### src/rtl/kti_div.sv
// Restoring divider, one quotient bit per cycle: trunc(num / (den * 32768)).
// No dependencies.
`timescale 1ns / 1ps
module kti_div (
	input  logic               clk,
	input  logic               arst_n,
	input  logic               start,
	input  logic signed [49:0] num,
	input  logic signed [16:0] den,
	output logic               done,
	output logic signed [33:0] quo
);
	logic [32:0] dvd_q, q_q;
	logic [15:0] dvs_q;
	logic [15:0] rem_q;
	logic        neg_q, busy_q;
	logic [5:0]  cnt_q;
	logic [16:0] shifted;
	logic [17:0] trial;
	logic [49:0] mag;
	logic [16:0] dmag;

	assign mag  = num[49] ? -num : num;
	assign dmag = den[16] ? -den : den;
	assign shifted = {rem_q, dvd_q[32]};
	assign trial = {1'b0, shifted} - {2'b0, dvs_q};

	always_ff @(posedge clk or negedge arst_n) begin
		if (!arst_n) begin
			busy_q <= 1'b0;
			done   <= 1'b0;
			cnt_q  <= '0;
		end else begin
			done <= 1'b0;
			if (start) begin
				busy_q <= 1'b1;
				cnt_q  <= 6'd33;
			end else if (busy_q) begin
				cnt_q <= cnt_q - 6'd1;
				if (cnt_q == 6'd1) begin
					busy_q <= 1'b0;
					done   <= 1'b1;
				end
			end
		end
	end

	// drop the 2^15 scale first; truncation of magnitudes composes
	always_ff @(posedge clk) begin
		if (start) begin
			neg_q <= num[49] ^ den[16];
			dvd_q <= mag[47:15];
			dvs_q <= dmag[15:0];
			rem_q <= '0;
			q_q   <= '0;
		end else if (busy_q) begin
			dvd_q <= {dvd_q[31:0], 1'b0};
			if (!trial[17]) begin
				rem_q <= trial[15:0];
				q_q   <= {q_q[31:0], 1'b1};
			end else begin
				rem_q <= shifted[15:0];
				q_q   <= {q_q[31:0], 1'b0};
			end
		end
	end

	assign quo = neg_q ? -$signed({1'b0, q_q}) : $signed({1'b0, q_q});
endmodule

### config.mk
export PLATFORM = sky130hd
export DESIGN_NAME = kti_div
export DESIGN_NICKNAME = d
export VERILOG_FILES = /design/src/rtl/kti_div.sv
export SDC_FILE = /design/constraint.sdc
export NUM_CORES = 1
export LEC_CHECK = 0
export ABC_AREA = 1
export BUFFER_PORTS_ARGS = -buffer_cell sky130_fd_sc_hd__buf_2
export CAP_MARGIN = 30
export CORE_ASPECT_RATIO = 1.1
export CORE_MARGIN = 3
export CORE_UTILIZATION = 60
export DETAILED_ROUTE_END_ITERATION = 7
export PLACE_DENSITY_LB_ADDON = 0.3
export SYNTH_ARGS = -nofsm -noshare
export SYNTH_HDL_FRONTEND = slang
export SYNTH_SLANG_ARGS = --single-unit
### constraint.sdc
create_clock -name clk -period 4.2 [get_ports clk]
set_input_delay 1.05 -clock clk [delete_from_list [all_inputs] [get_ports clk]]
set_output_delay 1.05 -clock clk [all_outputs]
set_load 0.02 [all_outputs]
# [After elaboration in Yosys (flattened, before gate mapping)]
# Cells that the tools add are included.
[word_totals] elab_cells=31 regBits=107 out_inout_bits=35
[op_classes] n_eq_ne=1 muxes=15 reduce_logical=1 bitwise=1 add_sub_neg=5
[op_table] cell="33-bit two-way mux" n=2
[op_table] cell="48-bit two-way mux" n=1
[op_table] cell="48-bit negation" n=1
[op_table] cell="34-bit two-way mux" n=1
[op_table] cell="33-bit negation with 34-bit output" n=1
[op_table] cell="16-bit two-way mux" n=2
[op_table] cell="17-bit by 16-bit subtractor with 18-bit output" n=1
[op_table] cell="16-bit negation" n=1
[op_table] cell="6-bit two-way mux" n=2
[op_table] cell="1-bit two-way mux" n=7
[op_table] cell="6-bit by 1-bit == test with 1-bit output, second input constant" n=1
[op_table] cell="6-bit by 1-bit subtractor with 6-bit output, second input constant" n=1
[op_table] cell="2-bit nonzero test" n=1
[op_table] cell="1-bit bitwise XOR" n=1

# [Depth between registers and ports, before layout]
[depth] ltp_word=4 depth_mapped=15 depth_no_buf=14

# [Worst setup path before layout]
# OpenSTA, ideal clock, no wires.
[synth_timing] path_kind="input-to-reg" from="input start" to="register dvd_q[0] (enable)" path_slack_ps=1439 setup_ps=410 arrival_ps=2350 path_buffers=1 cell_stages=3 path_cell_list="nor2_2 clkinv_1 buf_1"
[synth_via] elab_chain_cells=1
[synth_rtl] item="from (decl)" line="7" rtl="input logic start,"
[synth_rtl] item="2-bit nonzero test (no source line)"
[synth_rtl] item="to (signal assigned)" line="52" rtl="dvd_q <= mag[47:15];"
[synth_rtl] item="to (signal assigned)" line="57" rtl="dvd_q <= {dvd_q[31:0], 1'b0};"
[synth_rtl] item="to (decl)" line="13" rtl="logic [32:0] dvd_q, q_q;"
# No other way between the ends.
# A chain may end at the register's enable or synchronous reset.

# [Worst setup path after layout]
[layout_timing] from="register q_q[1]" to="output quo[32]"
[layout_via] elab_chain_cells=2
[layout_rtl] item="from (decl)" line="13"
[layout_rtl] item="from (signal assigned)" line="60" rtl="q_q <= {q_q[31:0], 1'b1};"
[layout_rtl] item="from (signal assigned)" line="63" rtl="q_q <= {q_q[31:0], 1'b0};"
[layout_rtl] item="33-bit negation with 34-bit output" line="68" rtl="assign quo = neg_q ? -$signed({1'b0, q_q}) : $signed({1'b0, q_q});"
[layout_rtl] item="34-bit two-way mux" line="68"
[layout_rtl] item="to (decl)" line="11" rtl="output logic signed [33:0] quo"
# No other way between the ends.

==> results.json <==
{
  "place_worst_setup_slack_ns": 1.23,
  "crit_path_max_fanout": 6,
  "timing.critical_path.cells": "inv_1 > ha_1 > nand4_1 > nor2_1 > nand2_1 > nor2_1 > xor2_1 > nand2_1 > nand2_1 > buf_2",
  "dp_hpwl_mm": 14.6,
  "groute.layer.met2.usage_pct": 49.1,
  "layout.cell_area.non_filler_sq_um": 8570,
  "placement_rows": 42,
  "postCtsSetupBuffers": 0,
  "ys_seq_area_share_pct": 35.2,
  "dieHeight_microns": 124,
  "skew_final_ns": 0.00810,
  "buffer_ports.inserted": 103,
  "post-route-drc-count": 0,
  "n_fill_cell": 1095,
  "postRouteAntennaNets": 0,
  "fp.dieW_microns": 113,
  "timing.critical_path.to_type": "primary output",
  "tightest_slew_ns": 0.752,
  "asyncSetResetFlopFracSynth_pct": 7.48,
  "post-place-cells": 1385,
  "critPathLaunchType": "flop",
  "via_per_inst": 5.47,
  "cp-startpoint": "q_q[1]",
  "period_share_pct": 75.9,
  "min-delay-start": "cnt_q[4]",
  "area.sequential_sq_um": 2680,
  "grt_remaining_overflow": 0,
  "static-leakage-power_nw": 4.47,
  "critical_path.n_buffers_inverters": 2,
  "worstPathRequired_ns": 3.15,
  "grt_setup_unrepaired": "no",
  "multi_input_area_sq_um": 4220,
  "final-hold-violation-count": 0,
  "syn_nets": 1241,
  "status": "complete, no violations",
  "clock_sinks": 107,
  "post_route_cells_drive_above_1_share_pct": 11.5,
  "clock.fmax_ghz": 0.314,
  "report.power.total_mw": 4.15,
  "critical-path-max-stage-delay_ns": 0.31,
  "worst_slew_margin_rel_pct": 49.8,
  "drv_slew": 0,
  "non_filler_cells_final": 1401,
  "setup-tns-final_ns": 0,
  "utilization_pct": 70.0,
  "first_iter_violations": 601,
  "dr.pass1.iters": 5,
  "grt_use_total_pct": 28.0,
  "worst_path_most_repeated_cell": "sky130_fd_sc_hd__nand2_1",
  "nets": 1333,
  "critical-path-top-delay-family": "simple AND/OR/NAND/NOR gates",
  "cts-buffers-inserted": 9,
  "worstSkewPairLatency_ns": 0.36,
  "worstReg2RegStart": "dvs_q[12]",
  "hold_path_class": "flop to flop",
  "layout-area-overhead-vs-synth_pct": 12.5,
  "clock_tree.buffer_depth": 2,
  "floorplan.die_area_sq_um": 14100,
  "grt_antenna_before_repair": 0,
  "tritoncts_clock_tree": "done",
  "io_pins": 105,
  "syn_inst": 1150,
  "insertedDiodeCount": 0,
  "ys.flop_type": "sky130_fd_sc_hd__edfxtp_1",
  "critPathArrivalTime_ns": 2.14,
  "synth_cell_types": 42,
  "syn-cell-area_sq_um": 7620,
  "gp_routability_congestion": 0.983,
  "ctsHtreeMaxLevel": 3,
  "cts_hold_repair.buffers": 0,
  "number_of_synthesized_register_bits": 107,
  "dpl-instance-area_sq_um": 8250,
  "cpMaxStageDelayCell": "sky130_fd_sc_hd__dfxtp_1",
  "initial_cell_density_of_the_core_pct": 62.2,
  "number_of_enable_type_register_cells_in_the_synthesized_netlist": 50,
  "postCtsResizedCells": 0,
  "syn-mean-instance-area_sq_um": 6.62,
  "wire_length_of_the_first_global_routing_pass_mm": 32.1,
  "max_cap_violations": 0,
  "global_route.peak_usage_layer": "met2",
  "global_route.usage.met3_pct": 3.69,
  "synth.yosys.warnings": 0,
  "fin_worst_hold_slack_ns": 0.470,
  "grt_start_max_net_pins": 47,
  "wl_per_cell_microns": 13.8,
  "number_of_global_route_vias_before_repair": 7082,
  "coreArea_sq_um": 12200,
  "irDropWorstVdd_v": 0.000354,
  "total_number_of_vias": 7663,
  "worstSetupPathType": "flop to primary output",
  "routed_wl_mm": 19.3,
  "layout_setup_ws_ns": 1.01,
  "power.density_cell_area_nw_per_um2": 484,
  "grt_met1_use_pct": 35.5,
  "cts.root.buffer_cell": "sky130_fd_sc_hd__clkbuf_16",
  "finalCriticalPeriod_ns": 3.19,
  "worst_setup_hold_path_clk_slew_ns": 0.08,
  "setup_viol": 0
}
[worst register-to-register path: stages, from the launching register on]
cell and delay, ns:
sky130_fd_sc_hd__edfxtp_1 0.38, sky130_fd_sc_hd__inv_1 0.10, sky130_fd_sc_hd__ha_1 0.28, sky130_fd_sc_hd__nand2_1 0.15
sky130_fd_sc_hd__inv_1 0.05, sky130_fd_sc_hd__nand2_1 0.06, sky130_fd_sc_hd__nand3_1 0.14, sky130_fd_sc_hd__a21oi_4 0.48
sky130_fd_sc_hd__nand2_4 0.24, sky130_fd_sc_hd__nand2_1 0.20, sky130_fd_sc_hd__nand2_1 0.07, sky130_fd_sc_hd__nand2_1 0.06
sky130_fd_sc_hd__nand2_1 0.04
[kinds of logic after synthesis]
group,Yosys count,share of synthesized area (%)
AND/OR/NAND/NOR,690,38.5
buffers and inverters,183,9.34
flip-flops,107,35.2
AO/OA/AOI/OAI,95,7.18
XOR/XNOR,54,6.21
adder cells (fa/ha/maj),21,3.55
[placed cells by master, fill, tap and decap left out, drive strengths merged, types with 7 or more instances in the layout]
cell / n
nand2: 373
inv: 156
nand3: 134
nor2: 127
buf: 109
edfxtp: 50
dfxtp: 49
xor2: 47
o21ai: 37
o22ai: 33
ha: 20
nor3: 20
nand4: 19
a21oi: 18
clkbuf: 11
dfrtp: 8
nand3b: 7
xnor2: 7
[cell type report]
cell class                 instances  share of cell area, %
clock buffer                      11                   3.21
clock inverter                     5                  0.569
inverter                         155                   6.79
multi-input combinational        860                   49.3
sequential                       107                   31.3
tap                              154                   2.25
timing repair buffer             109                   6.63
[synthesized netlist by cell type (3+ instances only)]
cell / count / area (sq um)
sky130_fd_sc_hd__buf_1: 5 / 18.8
sky130_fd_sc_hd__o21ai_0: 35 / 175
sky130_fd_sc_hd__nand4_1: 19 / 119
sky130_fd_sc_hd__ha_1: 20 / 250
sky130_fd_sc_hd__o22ai_1: 33 / 206
sky130_fd_sc_hd__inv_1: 151 / 567
sky130_fd_sc_hd__nand3b_1: 7 / 52.6
sky130_fd_sc_hd__nor2_2: 4 / 25.0
sky130_fd_sc_hd__dfrtp_1: 8 / 200
sky130_fd_sc_hd__a21oi_1: 17 / 85.1
sky130_fd_sc_hd__nor2_1: 123 / 462
sky130_fd_sc_hd__nand2_1: 370 / 1390
sky130_fd_sc_hd__or2_2: 4 / 25.0
sky130_fd_sc_hd__edfxtp_1: 50 / 1500
sky130_fd_sc_hd__clkbuf_1: 15 / 56.3
sky130_fd_sc_hd__dfxtp_1: 49 / 981
sky130_fd_sc_hd__xnor2_1: 7 / 61.3
sky130_fd_sc_hd__clkinv_1: 3 / 11.3
sky130_fd_sc_hd__nand3_1: 133 / 666
sky130_fd_sc_hd__buf_2: 5 / 25.0
sky130_fd_sc_hd__xor2_1: 47 / 412
sky130_fd_sc_hd__nor3_1: 18 / 90.1
[path summary, 6_finish.rpt]
kind | to | slack, ns | cells after the start
min in group asynchronous | cnt_q[4] | 0.53 | 1
min | cnt_q[4] | 0.47 | 1
max in group asynchronous | cnt_q[3] | 3.49 | 1
max | quo[32] | 1.01 | 10
min reg2reg | cnt_q[4] | 0.47 | 1
max reg2reg | rem_q[15] | 1.84 | 12
[where the power goes]
group | switching [mW] | internal (mW) | leakage [nW]
registers | 0.103 | 1.27 | 1.02
logic | 1.23 | 0.643 | 3.29
clock network | 0.417 | 0.486 | 0.160
total | 1.75 | 2.40 | 4.47
[sequential cells by signal, indices dropped and copies added (netlist names)]
name and flops:
busy_q 1, dvs_q 16, cnt_q 6, neg_q 1, dvd_q 33, q_q 33, done 1, rem_q 16
[layer usage]
metal | up-vias | share of wire (%)
met1 | 3477 | 44
met3 | 34 | 5.6
met2 | 258 | 48
li1 | 3894 | -
met5 | - | 0
met4 | 0 | 2.2
Power figures use the tool's default switching activity.
